$ cat src/sv/assert_macros.svh
// ----------------------------------------------------------------------------
// assert_macros.svh - concurrent assertion helpers
// Clocked, reset-qualified wrappers; empty when SYNTH is defined.
// ----------------------------------------------------------------------------
`ifndef ASSERT_MACROS_SVH
`define ASSERT_MACROS_SVH
`ifndef SYNTH
`define ASSERT_AT(lbl, ck, rstn, prop) \
  lbl: assert property (@(posedge ck) disable iff (!rstn) (prop)) \
    else $error("assertion failed");
`define ASSERT_NEVER(lbl, ck, rstn, prop) \
  lbl: assert property (@(posedge ck) disable iff (!rstn) !(prop)) \
    else $error("forbidden condition seen");
`else
`define ASSERT_AT(lbl, ck, rstn, prop)
`define ASSERT_NEVER(lbl, ck, rstn, prop)
`endif
`endif

$ cat src/sv/svm_pkg.sv
// ----------------------------------------------------------------------------
// svm_pkg - shared types and constants of the voice mixer
// Command codes, controller states, command and status bundles.
// ----------------------------------------------------------------------------
`timescale 1ns / 1ps

package svm_pkg;

  localparam int IN_TDATA_W  = 120;
  localparam int OUT_TDATA_W = 40;

  localparam logic [15:0] BLOCK_FRAMES_RST = 16'd4096;
  localparam int          GAIN_SHIFT       = 14;
  localparam int          FADE_SHIFT       = 43;
  // ceil(2^43 / 11025): exact floor division for dividends below 2^29
  localparam logic [29:0] FADE_RECIP       = 30'd797831567;
  localparam logic signed [15:0] SAMPLE_MAX = 16'sh7fff;
  localparam logic signed [15:0] SAMPLE_MIN = -16'sh8000;

  typedef enum logic [2:0] {
    CMD_WRITE  = 3'd0,
    CMD_START  = 3'd1,
    CMD_STOP   = 3'd2,
    CMD_FADE   = 3'd3,
    CMD_RENDER = 3'd4
  } cmd_t;

  typedef enum logic [3:0] {
    S_IDLE, S_EXEC, S_VCHK, S_RDL, S_RDR, S_MULR, S_ACC, S_MOD, S_MODWR,
    S_FMUL1, S_FMUL2, S_FAPPLY, S_NEXT, S_DONE
  } state_t;

  typedef struct packed {
    logic load;
    logic exec;
    logic render_clr;
    logic rd_l;
    logic rd_r;
    logic mul_l;
    logic mul_r;
    logic acc_l;
    logic acc_r;
    logic pos_keep;
    logic pos_lb;
    logic pos_mod;
    logic stop_cur;
    logic mod_init;
    logic mod_step;
    logic fade_mul1;
    logic fade_mul2;
    logic fade_apply;
    logic v_inc;
    logic out_load;
  } ctl_t;

  typedef struct packed {
    logic is_render;
    logic cur_active;
    logic wrap;
    logic looped;
    logic lb_lt;
    logic mod_last;
    logic last_voice;
    logic block_end;
  } sts_t;

endpackage

$ cat src/sv/svm_ctrl.sv
// ----------------------------------------------------------------------------
// svm_ctrl - sequencer of the voice mixer
// Walks one command at a time and holds the output handshake.
// ----------------------------------------------------------------------------
`timescale 1ns / 1ps

module svm_ctrl import svm_pkg::*; (
  input  logic clk,
  input  logic rst_n,
  input  logic in_tvalid,
  output logic in_tready,
  output logic out_tvalid,
  input  logic out_tready,
  input  sts_t sts,
  output ctl_t ctl
);

  state_t state_r, state_nxt;
  logic   out_valid_r, out_valid_nxt;

  always_ff @(posedge clk) begin
    if (!rst_n) begin
      state_r     <= S_IDLE;
      out_valid_r <= 1'b0;
    end else begin
      state_r     <= state_nxt;
      out_valid_r <= out_valid_nxt;
    end
  end

  always_comb begin
    state_nxt = state_r;
    unique case (state_r)
      S_IDLE:   if (in_tvalid) state_nxt = S_EXEC;
      S_EXEC:   state_nxt = sts.is_render ? S_VCHK : S_DONE;
      S_VCHK:   state_nxt = sts.cur_active ? S_RDL : S_NEXT;
      S_RDL:    state_nxt = S_RDR;
      S_RDR:    state_nxt = S_MULR;
      S_MULR:   state_nxt = S_ACC;
      S_ACC: begin
        if (sts.wrap && !sts.looped) state_nxt = S_NEXT;
        else if (sts.wrap && sts.lb_lt) state_nxt = S_MOD;
        else state_nxt = sts.block_end ? S_FMUL1 : S_NEXT;
      end
      S_MOD:    if (sts.mod_last) state_nxt = S_MODWR;
      S_MODWR:  state_nxt = sts.block_end ? S_FMUL1 : S_NEXT;
      S_FMUL1:  state_nxt = S_FMUL2;
      S_FMUL2:  state_nxt = S_FAPPLY;
      S_FAPPLY: state_nxt = S_NEXT;
      S_NEXT:   state_nxt = sts.last_voice ? S_DONE : S_VCHK;
      S_DONE:   if (!out_valid_r || out_tready) state_nxt = S_IDLE;
      default:  state_nxt = S_IDLE;
    endcase
  end

  always_comb begin
    ctl = '0;
    unique case (state_r)
      S_IDLE:   ctl.load = in_tvalid;
      S_EXEC: begin
        ctl.exec       = !sts.is_render;
        ctl.render_clr = sts.is_render;
      end
      S_VCHK:   ;
      S_RDL:    ctl.rd_l = 1'b1;
      S_RDR: begin
        ctl.rd_r  = 1'b1;
        ctl.mul_l = 1'b1;
      end
      S_MULR: begin
        ctl.mul_r = 1'b1;
        ctl.acc_l = 1'b1;
      end
      S_ACC: begin
        ctl.acc_r = 1'b1;
        if (sts.wrap && !sts.looped) begin
          ctl.pos_keep = 1'b1;
          ctl.stop_cur = 1'b1;
        end else if (sts.wrap && sts.lb_lt) begin
          ctl.mod_init = 1'b1;
        end else if (sts.wrap) begin
          ctl.pos_lb = 1'b1;
        end else begin
          ctl.pos_keep = 1'b1;
        end
      end
      S_MOD:    ctl.mod_step   = 1'b1;
      S_MODWR:  ctl.pos_mod    = 1'b1;
      S_FMUL1:  ctl.fade_mul1  = 1'b1;
      S_FMUL2:  ctl.fade_mul2  = 1'b1;
      S_FAPPLY: ctl.fade_apply = 1'b1;
      S_NEXT:   ctl.v_inc      = !sts.last_voice;
      S_DONE:   ctl.out_load   = !out_valid_r || out_tready;
      default:  ;
    endcase
  end

  always_comb begin
    out_valid_nxt = out_valid_r;
    if (ctl.out_load) out_valid_nxt = 1'b1;
    else if (out_tready) out_valid_nxt = 1'b0;
  end

  assign in_tready  = (state_r == S_IDLE);
  assign out_tvalid = out_valid_r;

endmodule

$ cat config.mk
export PLATFORM = sky130hd
export DESIGN_NAME = svm_ctrl
export DESIGN_NICKNAME = d
export VERILOG_FILES = /design/src/sv/assert_macros.svh /design/src/sv/svm_pkg.sv /design/src/sv/svm_ctrl.sv
export SDC_FILE = /design/constraint.sdc
export NUM_CORES = 1
export LEC_CHECK = 0
export BUFFER_PORTS_ARGS = -buffer_cell sky130_fd_sc_hd__buf_2
export CORE_ASPECT_RATIO = 0.7
export CORE_MARGIN = 1.5
export CORE_UTILIZATION = 35
export CTS_BUF_LIST = sky130_fd_sc_hd__clkbuf_2
export DETAILED_ROUTE_END_ITERATION = 10
export HOLD_SLACK_MARGIN = 0.08
export SYNTH_ARGS = -nofsm -noshare
export SYNTH_HDL_FRONTEND = slang
export SYNTH_SLANG_ARGS = --single-unit
export TNS_END_PERCENT = 1
$ cat constraint.sdc
create_clock -name clk -period 3.1 [get_ports clk]
set_input_delay 0.155 -clock clk [delete_from_list [all_inputs] [get_ports clk]]
set_output_delay 0.155 -clock clk [all_outputs]
set_load 0.05 [all_outputs]
==> flow_summary_export.csv, run 1 <==
group,metric,value,unit
run_status,status,"complete, no violations",
floorplanning,placement_rows,12,
grt,grt_start_max_net_pins,24,
grt,antenna_found_initial,0,
finish,design.final.nets,130,
cts,postCtsResizedCells,0,
sta,timing_worst_slew_pin_value,801,ps
cts,cts_tree,"yes",
routing,route.detailed.wl_per_inst,14.0,um
sta,post-route-min-period,2090,ps
placed_design,place.detailed.hpwl,1400,um
grt,grt_pass1_wl,2900,um
grt,gr-usage-all-layers,0.196,
finish,layout-drive-gt1-share,0.376,
logic_synthesis,yosysTopAreaCell,"sky130_fd_sc_hd__dfxtp_1",
cts,cts_root_buf,"sky130_fd_sc_hd__clkbuf_2",
floorplanning,dieHeight,39.3,um
placed_design,cell_area_after_placement,785,sq um
hold_path,hold_path_depth,2,
sta,skew,7.12,ps
logic_synthesis,fraction_of_registers_with_async_set_or_reset_after_synthesis,0,
routing,post_drt_via_cell_ratio,5.68,
cts,ctsHtreeMaxLevel,1,
grt,grt_overflow_total,0,
logic_synthesis,synthesized_netlist_cell_count,90,
floorplanning,design.die.area,0.00215,sq mm
routing,vias,784,
routing,met1_wirelength,928,um
routing,drc_violation_count_after_routing,0,
routing,met2_length,856,um
logic_synthesis,synth.yosys.seq_area_share,0.152,
cts,clock_path_buffers,2,
cts,post-cts-setup-buffer-count,0,
logic_synthesis,synth.area.top_cells,"sky130_fd_sc_hd__dfxtp_1 15%, sky130_fd_sc_hd__buf_4 6.8%, sky130_fd_sc_hd__nor3_1 5.3%",
setup_path,timing.critical_path.from_type,"flop",
pwr,cellPowerDensity,875,mW/mm^2
floorplanning,placeableCoreArea,0.00167,sq mm
floorplanning,ios,34,
sta,finalCritPeriodShare,0.675,
setup_path,crit_required,2940,ps
logic_synthesis,average_cell_area_after_synthesis,7.31,sq um
sta,hold_viol_final,0,
placed_design,number_of_buffers_added_on_ports,33,
routing,met3RoutedLength,137,um
sta,grt_setup_unrepaired,"false",
sta,totalNegativeSetupSlack,0,ps
pwr,vdd_drop_max,0.466,mV
finish,diodes,0,
sta,slew_viol_final,0,
cts,hold_bufs_at_cts,0,
cts,worstSkewPairLatency,230,ps
placed_design,routabilityCongestion,0.800,
pwr,leakage,0.367,nW
hold_path,hold_class,"in -> reg",
logic_synthesis,synth.yosys.warnings,0,
setup_path,crit_path_max_fanout,23,
sta,setup_viol,0,
logic_synthesis,syn-num-nets,102,
setup_path,ff2ff_path_depth,4,
finish,final_design_area_no_fill,805,sq um
setup_path,critical_path_class,"reg -> out",
logic_synthesis,synth_seq_cells,5,
logic_synthesis,edff_count_synth,0,
setup_path,cp_data_arrival_time,1940,ps
finish,num-fill-cells,183,
logic_synthesis,synth_top_cell_area_share,0.152,
routing,drtPass1Iterations,4,
cts,cts_buffers,3,
routing,topRoutingLayerUsed,"met4",
floorplanning,floorplan.die.width,54.8,um
routing,initialDrtViolationCount,23,
floorplanning,initial_cell_density_of_the_core,0.395,
logic_synthesis,list_of_most_frequent_post_synthesis_cells,"7 x sky130_fd_sc_hd__nor2_1, 7 x sky130_fd_sc_hd__nor3_1, 6 x sky130_fd_sc_hd__buf_4, 6 x sky130_fd_sc_hd__nand2_1, 5 x sky130_fd_sc_hd__dfxtp_1",
grt,number_of_global_route_vias_before_repair,641,
sta,timing.slew.headroom,0.465,
setup_path,setup.worst_path.end_class,"primary output",
cts,clk_transition_reported_paths,60,ps
routing,route.final.wire_length,1930,um
routing,detail-route-antenna-nets,0,
flow_run,drv_cap,0,
logic_synthesis,synthesis.area,658,sq um
logic_synthesis,synth.distinct_cells,42,
finish,flow.area_growth_from_synthesis,22.2,%
cts,clock-sinks,5,
logic_synthesis,dominantRegCellSynth,"sky130_fd_sc_hd__dfxtp_1",
sta,max_freq,478,MHz
==> kinds of logic (layout without fill, tap and decap cells) <==
family                 Yosys count  in the layout  synth area share
buffers and inverters           14             41             0.122
flip-flops                       5              5             0.152
AND/OR/NAND/NOR                 44             44             0.403
AO/OA/AOI/OAI                   27             27             0.323
==> critical path, stage by stage (launching register included) <==
cell and delay, ps:
sky130_fd_sc_hd__dfxtp_1 840, sky130_fd_sc_hd__nand2b_2 220, sky130_fd_sc_hd__nor2_4 190, sky130_fd_sc_hd__nand4_1 150, sky130_fd_sc_hd__inv_1 70, sky130_fd_sc_hd__buf_2 250
==> sequential cells by signal (all words and copies together) (netlist names) <==
signal,flops
state_r,4
out_tvalid,1
==> per-stage QoR <==
step                      instances  total power, W  setup slack (ps)   util  hold WS [ps]
final                           138        0.000704              1010  0.483           227
after global routing            138        0.000754               833  0.483           225
after CTS                       138        0.000703               998  0.483           223
after detailed placement        134        0.000640              1250  0.471           470
after global placement          134        0.000633              1320  0.471           451
after floorplan                  90        0.000573               176      -           273
==> worst paths after layout <==
| kind | end | slack, ps | from |
|---|---|---|---|
| setup / recovery | ctl[6] | 1010 | state_r[1] |
| hold / removal | state_r[2] | 230 | rst_n |
| setup reg to reg | state_r[2] | 1270 | state_r[1] |
| hold reg to reg | out_tvalid | 580 | out_tvalid |
==> where the power goes <==
| part | switching [W] | total [W] | internal, W | leakage [nW] |
|---|---|---|---|---|
| clock | 0.0000277 | 0.0000618 | 0.0000341 | 0.0166 |
| combinational | 0.000297 | 0.000445 | 0.000148 | 0.310 |
| sequential | 0.000112 | 0.000197 | 0.0000849 | 0.0410 |
==> final cells by class <==
| cell class | count | area, sq um | share of cell area |
|---|---|---|---|
| flip-flops and latches | 5 | 100 | 0.124 |
| repair buffers | 33 | 165 | 0.205 |
| inverters | 4 | 15.0 | 0.0187 |
| well taps | 21 | 26.3 | 0.0327 |
| clock buffers | 4 | 20.0 | 0.0249 |
| multi-input cells | 71 | 478 | 0.594 |
==> metal layers <==
| metal | vias up | GRT usage |
|---|---|---|
| met1 | 357 | 0.260 |
| met5 | - | 0 |
| li1 | 391 | - |
| met4 | 0 | 0.0500 |
| met2 | 34 | 0.307 |
| met3 | 2 | 0.0573 |
==> cell usage in the layout, fill, tap and decap left out, drive strengths merged, types with 2 or more instances in the layout <==
cell,netlist,layout
a21boi,3,3
a21oi,5,5
a221oi,2,2
buf,10,33
clkbuf,0,4
dfxtp,5,5
inv,4,4
nand2,6,6
nand2b,5,5
nand3,2,2
nand4b,2,2
nor2,8,8
nor2b,2,2
nor3,7,7
nor4,2,2
nor4b,2,2
o21ai,5,5
o31ai,3,3
or4b,2,2
Power figures use the tool's default switching activity.
==> run 2: changes to the inputs <==
--- a/config.mk
+++ b/config.mk
@@ -12,6 +12,7 @@
 export CTS_BUF_LIST = sky130_fd_sc_hd__clkbuf_2
 export DETAILED_ROUTE_END_ITERATION = 10
 export HOLD_SLACK_MARGIN = 0.08
+export PLACE_DENSITY = 0.67
 export SYNTH_ARGS = -nofsm -noshare
 export SYNTH_HDL_FRONTEND = slang
 export SYNTH_SLANG_ARGS = --single-unit
==> constraint.sdc (replaced) <==
create_clock -name clk -period 1.68 [get_ports clk]
set_input_delay 0.084 -clock clk [delete_from_list [all_inputs] [get_ports clk]]
set_output_delay 0.084 -clock clk [all_outputs]
set_load 0.05 [all_outputs]
==> run 2 against run 1 <==
- setup slack lost 920 ps
- register-to-register slack lost 1200 ps
- largest cell class unchanged
- clock-buffer cell count is the same
- total power grew 120%
- critical path depth shrank 1
- final area grew 16%
- highest routed layer is now met3
- non-clock buffer count grew 8
==> flow_summary_export.csv, run 2 (synthesis results as in run 1) <==
group,metric,value,unit
pwr,leakage,0.427,nW
setup_path,chain_of_cells_forming_the_critical_path,"buf_6 > nor4_4 > and2_1 > clkbuf_4",
sta,timing_worst_slew_pin_value,341,ps
finish,layout_common_cells,"28 x sky130_fd_sc_hd__buf_2, 11 x sky130_fd_sc_hd__buf_4, 7 x sky130_fd_sc_hd__nor2_1",
cts,clock-sinks,5,
finish,max_flop_register,"state_r",
cts,worstSkewPairLatency,230,ps
grt,antenna_found_initial,0,
setup_path,crit_slowest_cell,"sky130_fd_sc_hd__dfxtp_1",
setup_path,crit_required,1600,ps
routing,vias,832,
finish,layout.cells.most_common,"sky130_fd_sc_hd__buf_2",
pwr,cellPowerDensity,1630,mW/mm^2
finish,design.final.nets,138,
pwr,net-switching-power,0.000889,W
pwr,swShare,0.580,
flow_run,drv_cap,0,
floorplanning,placeableCoreArea,0.00167,sq mm
routing,post_drt_via_cell_ratio,5.70,
floorplanning,dieHeight,39.3,um
setup_path,critical_path_class,"reg -> out",
finish,seqCellArea,104,sq um
finish,multiInputGateArea,527,sq um
setup_path,cp_data_arrival_time,1510,ps
cts,cts_buffers,3,
finish,diodes,0,
setup_path,setup.worst_path.end_class,"primary output",
floorplanning,floorplan.die.width,54.8,um
sta,max_freq,629,MHz
routing,drc_violation_count_after_routing,0,
finish,layout-drive-gt1-share,0.512,
setup_path,slowest_delay,400,ps
routing,detail-route-antenna-nets,0,
pwr,power.combinational.fraction,0.761,
pwr,sequential_power_share,0.164,
cts,clock_path_buffers,2,
floorplanning,ios,34,
grt,gr-usage-all-layers,0.201,
cts,cts_root_buf,"sky130_fd_sc_hd__clkbuf_2",
setup_path,critPathBufInv,2,
floorplanning,design.die.area,0.00215,sq mm
grt,grt_pass1_wl,2990,um
placed_design,number_of_buffers_added_on_ports,33,
placed_design,place.detailed.hpwl,1540,um
hold_path,hold_class,"in -> reg",
finish,flow.area_growth_from_synthesis,42.4,%
setup_path,crit_path_max_fanout,14,
cts,post-cts-setup-buffer-count,0,
cts,ctsHtreeMaxLevel,1,
pwr,cell_internal_pwr,0.000643,W
sta,hold-worst-slack,143,ps
sta,setup_viol,0,
sta,hold_viol_final,0,
routing,route.detailed.wl_per_inst,14.2,um
sta,finalCritPeriodShare,0.946,
grt,grt_overflow_total,0,
sta,timing.slew.headroom,0.772,
routing,initialDrtViolationCount,39,
pwr,clockPowerShare,0.075,
cts,clk_transition_reported_paths,50,ps
grt,number_of_global_route_vias_before_repair,659,
cts,cts_tree,"yes",
sta,post-route-min-period,1590,ps
pwr,vdd_drop_max,0.813,mV
floorplanning,initial_cell_density_of_the_core,0.395,
floorplanning,placement_rows,12,
run_status,status,"complete, no violations",
sta,skew,4.94,ps
finish,final_core_util,0.562,
finish,num-fill-cells,157,
routing,route.final.wire_length,2080,um
setup_path,timing.critical_path.from_type,"flop",
sta,slew_viol_final,0,
grt,grt_start_max_net_pins,15,
placed_design,routabilityCongestion,0.882,
routing,drtPass1Iterations,4,
finish,number_of_flip_flops_in_the_largest_register,4,
setup_path,crit_family,"simple AND/OR/NAND/NOR gates",
## run 2: cell types whose count changed in the layout (fill, tap and decap cells not counted), moves of 2 or more
cell	previous run	this run
sky130_fd_sc_hd__buf_4	0	11
sky130_fd_sc_hd__buf_2	33	28
sky130_fd_sc_hd__dfxtp_1	5	2
sky130_fd_sc_hd__dfxtp_2	0	3
sky130_fd_sc_hd__nor3_1	7	5
sky130_fd_sc_hd__nor3_2	0	2
sky130_fd_sc_hd__nor4_1	2	0
## run 2: metal layers
metal | routed length, um | GRT usage | vias up
met4 | 0 | 0.0563 | 0
li1 | - | - | 408
met3 | 169 | 0.0573 | 0
met1 | 989 | 0.276 | 387
met2 | 916 | 0.301 | 37
met5 | 0 | 0 | -
## run 2: metrics by stage
stage / instances / area [sq um] / setup slack [ps] / power (W) / TNS [ps]
floorplan: 90 / 701 / -316 / 0.00113 / -1670
global placement: 142 / 887 / 169 / 0.00135 / 0
detailed placement: 142 / 887 / 177 / 0.00136 / 0
CTS: 146 / 920 / 6.46 / 0.00148 / 0
global route: 146 / 937 / -2.09 / 0.00161 / -2.09
finish: 146 / 937 / 90.5 / 0.00153 / 0
## run 2: cell type report
| class | count | share of cell area |
|---|---|---|
| Clock buffer | 4 | 0.0214 |
| Inverter | 4 | 0.0200 |
| Multi-Input combinational cell | 71 | 0.562 |
| Sequential cell | 5 | 0.111 |
| Tap cell | 21 | 0.0280 |
| Timing Repair Buffer | 41 | 0.258 |
## run 2: worst register-to-register path: cells and delay by family, from the launching register on
family           cells  cell delay [ps]
flip-flops           1              520
AO/OA/AOI/OAI        3              510
AND/OR/NAND/NOR      1              470
## run 2: timing repair
item | CTS | global route
hold buffers | 0 | 0
gates resized for setup | 5 | 7
pin swaps | 0 | 0
endpoints found under the setup margin | 4 | 7
## run 2: path summary, 6_finish.rpt
check                                 from    endpoint  slack, ps  cells after the start
worst max-delay path            state_r[1]     ctl[19]         90                      4
worst min-delay path                 rst_n  state_r[2]        140                      2
worst max register to register  state_r[1]  state_r[2]        120                      4
worst min register to register  out_tvalid  out_tvalid        560                      2
## run 2: power groups by stage
stage                     registers [W]  clock network, W  logic [W]
after floorplan                0.000192                 0   0.000936
after global placement         0.000237                 0    0.00112
after detailed placement       0.000238                 0    0.00112
after CTS                      0.000236          0.000118    0.00113
after global routing           0.000257          0.000126    0.00123
final                          0.000251          0.000115    0.00117
==> run 3: changes to the inputs <==
--- a/config.mk
+++ b/config.mk
@@ -5,14 +5,14 @@
 export SDC_FILE = /design/constraint.sdc
 export NUM_CORES = 1
 export LEC_CHECK = 0
+export ABC_AREA = 1
 export BUFFER_PORTS_ARGS = -buffer_cell sky130_fd_sc_hd__buf_2
-export CORE_ASPECT_RATIO = 0.7
 export CORE_MARGIN = 1.5
 export CORE_UTILIZATION = 35
 export CTS_BUF_LIST = sky130_fd_sc_hd__clkbuf_2
 export DETAILED_ROUTE_END_ITERATION = 10
 export HOLD_SLACK_MARGIN = 0.08
-export PLACE_DENSITY = 0.67
+export PLACE_DENSITY = 0.69
 export SYNTH_ARGS = -nofsm -noshare
 export SYNTH_HDL_FRONTEND = slang
 export SYNTH_SLANG_ARGS = --single-unit
==> run 3 against run 2 <==
- critical path type unchanged
- final cell count is 18% higher
- highest routed layer unchanged
- synthesized cell count is 36% higher
- sequential share of layout area is 1.6 points higher
- worst hold slack better by 38 ps
- via count is 3.8% lower
- clock skew is 1.9 ps lower
==> flow_summary_export.csv, run 3 <==
group,metric,value,unit
setup_path,cp_data_arrival_time,1520,ps
logic_synthesis,syn-num-nets,134,
logic_synthesis,synth_top_cell_area_share,0.217,
setup_path,path_common_cell,"sky130_fd_sc_hd__nor2_1",
routing,vias,800,
cts,worstSkewPairLatency,220,ps
floorplanning,ios,34,
logic_synthesis,synth_seq_cells,5,
setup_path,crit_slowest_cell,"sky130_fd_sc_hd__nor2_1",
finish,flow.area_growth_from_synthesis,33.8,%
sta,setup_viol,0,
routing,initialDrtViolationCount,18,
setup_path,crit_path_max_fanout,6,
setup_path,crit_required,1600,ps
routing,met3RoutedLength,101,um
routing,drtPass1Iterations,4,
grt,grt_overflow_total,0,
logic_synthesis,synthesis.area,589,sq um
cts,clock_path_buffers,2,
cts,cts_buffers,3,
routing,post_drt_via_cell_ratio,4.62,
sta,worst_slack,73.8,ps
pwr,cellPowerDensity,1640,mW/mm^2
logic_synthesis,edff_count_synth,0,
floorplanning,initial_cell_density_of_the_core,0.382,
pwr,leakage,0.577,nW
finish,max_flop_register,"state_r",
sta,max_freq,623,MHz
placed_design,placement.setup.worst_slack,309,ps
routing,met2_length,774,um
sta,timing_worst_slew_pin_value,435,ps
setup_path,critical_path_class,"reg -> out",
sta,slew_viol_final,0,
logic_synthesis,average_cell_area_after_synthesis,4.83,sq um
logic_synthesis,synth.yosys.warnings,0,
routing,drc_violation_count_after_routing,0,
placed_design,place.detailed.hpwl,1370,um
cts,postCtsResizedCells,0,
sta,skew,3.06,ps
logic_synthesis,yosysTopAreaCell,"sky130_fd_sc_hd__nand2_1",
finish,design.final.nets,170,
grt,number_of_global_route_vias_before_repair,681,
placed_design,number_of_buffers_added_on_ports,33,
pwr,vdd_drop_max,1.06,mV
sta,timing.slew.headroom,0.709,
logic_synthesis,dominantRegCellSynth,"sky130_fd_sc_hd__dfxtp_1",
floorplanning,dieHeight,44.0,um
logic_synthesis,synth.area.top_cells,"sky130_fd_sc_hd__nand2_1 22%, sky130_fd_sc_hd__inv_1 18%, sky130_fd_sc_hd__nor2_1 18%",
sta,totalNegativeSetupSlack,0,ps
hold_path,hold_class,"in -> reg",
run_status,status,"complete, no violations",
logic_synthesis,synthesized_netlist_cell_count,122,
setup_path,slowest_delay,370,ps
logic_synthesis,synth.distinct_cells,14,
logic_synthesis,list_of_most_frequent_post_synthesis_cells,"34 x sky130_fd_sc_hd__nand2_1, 29 x sky130_fd_sc_hd__inv_1, 29 x sky130_fd_sc_hd__nor2_1, 8 x sky130_fd_sc_hd__nand3_1, 5 x sky130_fd_sc_hd__dfxtp_1",
routing,detail-route-antenna-nets,0,
finish,layout.cells.most_common,"sky130_fd_sc_hd__nand2_1",
floorplanning,design.die.area,0.00194,sq mm
cts,cts_tree,"yes",
finish,layout-drive-gt1-share,0.255,
cts,post-cts-setup-buffer-count,0,
finish,layout_common_cells,"34 x sky130_fd_sc_hd__nand2_1, 33 x sky130_fd_sc_hd__buf_2, 29 x sky130_fd_sc_hd__inv_1, 29 x sky130_fd_sc_hd__nor2_1, 8 x sky130_fd_sc_hd__nand3_1",
cts,clock-sinks,5,
sta,post-route-min-period,1610,ps
setup_path,timing.critical_path.from_type,"flop",
setup_path,chain_of_cells_forming_the_critical_path,"nor2_1 > inv_1 > nor2_1 > buf_2",
flow_run,drv_cap,0,
logic_synthesis,post-synth-top-count-cell,"sky130_fd_sc_hd__nand2_1",
setup_path,critPathBufInv,2,
setup_path,crit_family,"simple AND/OR/NAND/NOR gates",
placed_design,routabilityCongestion,0.884,
grt,antenna_found_initial,0,
routing,met1_wirelength,705,um
finish,diodes,0,
floorplanning,placeableCoreArea,0.00154,sq mm
setup_path,setup.worst_path.end_class,"primary output",
grt,grt_pass1_wl,2610,um
floorplanning,floorplan.die.width,44.0,um
routing,route.detailed.wl_per_inst,9.14,um
logic_synthesis,fraction_of_registers_with_async_set_or_reset_after_synthesis,0,
finish,number_of_flip_flops_in_the_largest_register,4,
logic_synthesis,synth.yosys.seq_area_share,0.170,
cts,clk_transition_reported_paths,60,ps
sta,finalCritPeriodShare,0.956,
sta,grt_setup_unrepaired,"true",
sta,hold-worst-slack,181,ps
cts,ctsHtreeMaxLevel,1,
grt,grt_start_max_net_pins,8,
routing,route.final.wire_length,1580,um
sta,hold_viol_final,0,
routing,topRoutingLayerUsed,"met3",
grt,gr-usage-all-layers,0.175,
cts,cts_root_buf,"sky130_fd_sc_hd__clkbuf_2",
floorplanning,placement_rows,14,
run 3: cell types whose count changed after synthesis, moves of 5 or more:
cell                      delta
sky130_fd_sc_hd__nor2_1     +22
sky130_fd_sc_hd__nor3_1      -5
sky130_fd_sc_hd__nand3_1     +6
sky130_fd_sc_hd__inv_1      +25
sky130_fd_sc_hd__nand2_1    +28
run 3: stage by stage:
stage	utilization	power [W]	std cells	instance area (sq um)
after floorplan	-	0.000991	122	596
after global placement	0.492	0.00118	168	758
after detailed placement	0.492	0.00118	168	758
after CTS	0.511	0.00130	173	788
after global routing	0.511	0.00141	173	788
final	0.511	0.00129	173	788
run 3: final cells by class:
cell class,count,area (sq um)
Tap cell,16,20.0
Inverter,29,109
Multi-Input combinational cell,85,364
Timing Repair Buffer,34,175
Clock buffer,4,20.0
Sequential cell,5,100
Fill cell,178,753
run 3: cells by family (layout without fill, tap and decap cells):
family / count (synthesis) / after routing / share of synthesized area
compound gates: 5 / 5 / 0.0425
buf+inv: 32 / 67 / 0.223
flops: 5 / 5 / 0.170
simple gates: 80 / 80 / 0.565
run 3: report_power, final:
part | internal [W] | leakage (nW) | total, W | switching [W]
Clock | 0.0000630 | 0.0166 | 0.000111 | 0.0000484
Sequential | 0.000159 | 0.0409 | 0.000210 | 0.0000513
Combinational | 0.000239 | 0.520 | 0.000967 | 0.000729
Total | 0.000461 | 0.577 | 0.00129 | 0.000829
run 3: what timing repair did:
item	CTS	global route
endpoints found under the hold margin	2	0
hold buffers	1	0
endpoints found under the setup margin	0	4
run 3: worst reg2reg max path, cell delays in order (launching register included):
cell and delay, ps:
sky130_fd_sc_hd__dfxtp_1 330, sky130_fd_sc_hd__nor2_1 370, sky130_fd_sc_hd__nand3_1 190, sky130_fd_sc_hd__nand2_1 110
sky130_fd_sc_hd__nor2_1 40, sky130_fd_sc_hd__nand3_1 70, sky130_fd_sc_hd__nand2_1 50, sky130_fd_sc_hd__a21oi_1 130
run 3: worst paths after layout:
path / start / endpoint / slack [ps] / cells past startpoint
worst max register to register: state_r[1] / state_r[3] / 310 / 7
worst min-delay path: out_tready / out_tvalid / 180 / 4
worst min register to register: out_tvalid / out_tvalid / 590 / 4
worst max-delay path: state_r[1] / ctl[14] / 70 / 4
run 3: layer usage:
layer / track usage / up-vias
li1: - / 432
met1: 0.211 / 344
met2: 0.306 / 24
met3: 0.0408 / 0
met4: 0.0545 / 0
met5: 0 / -
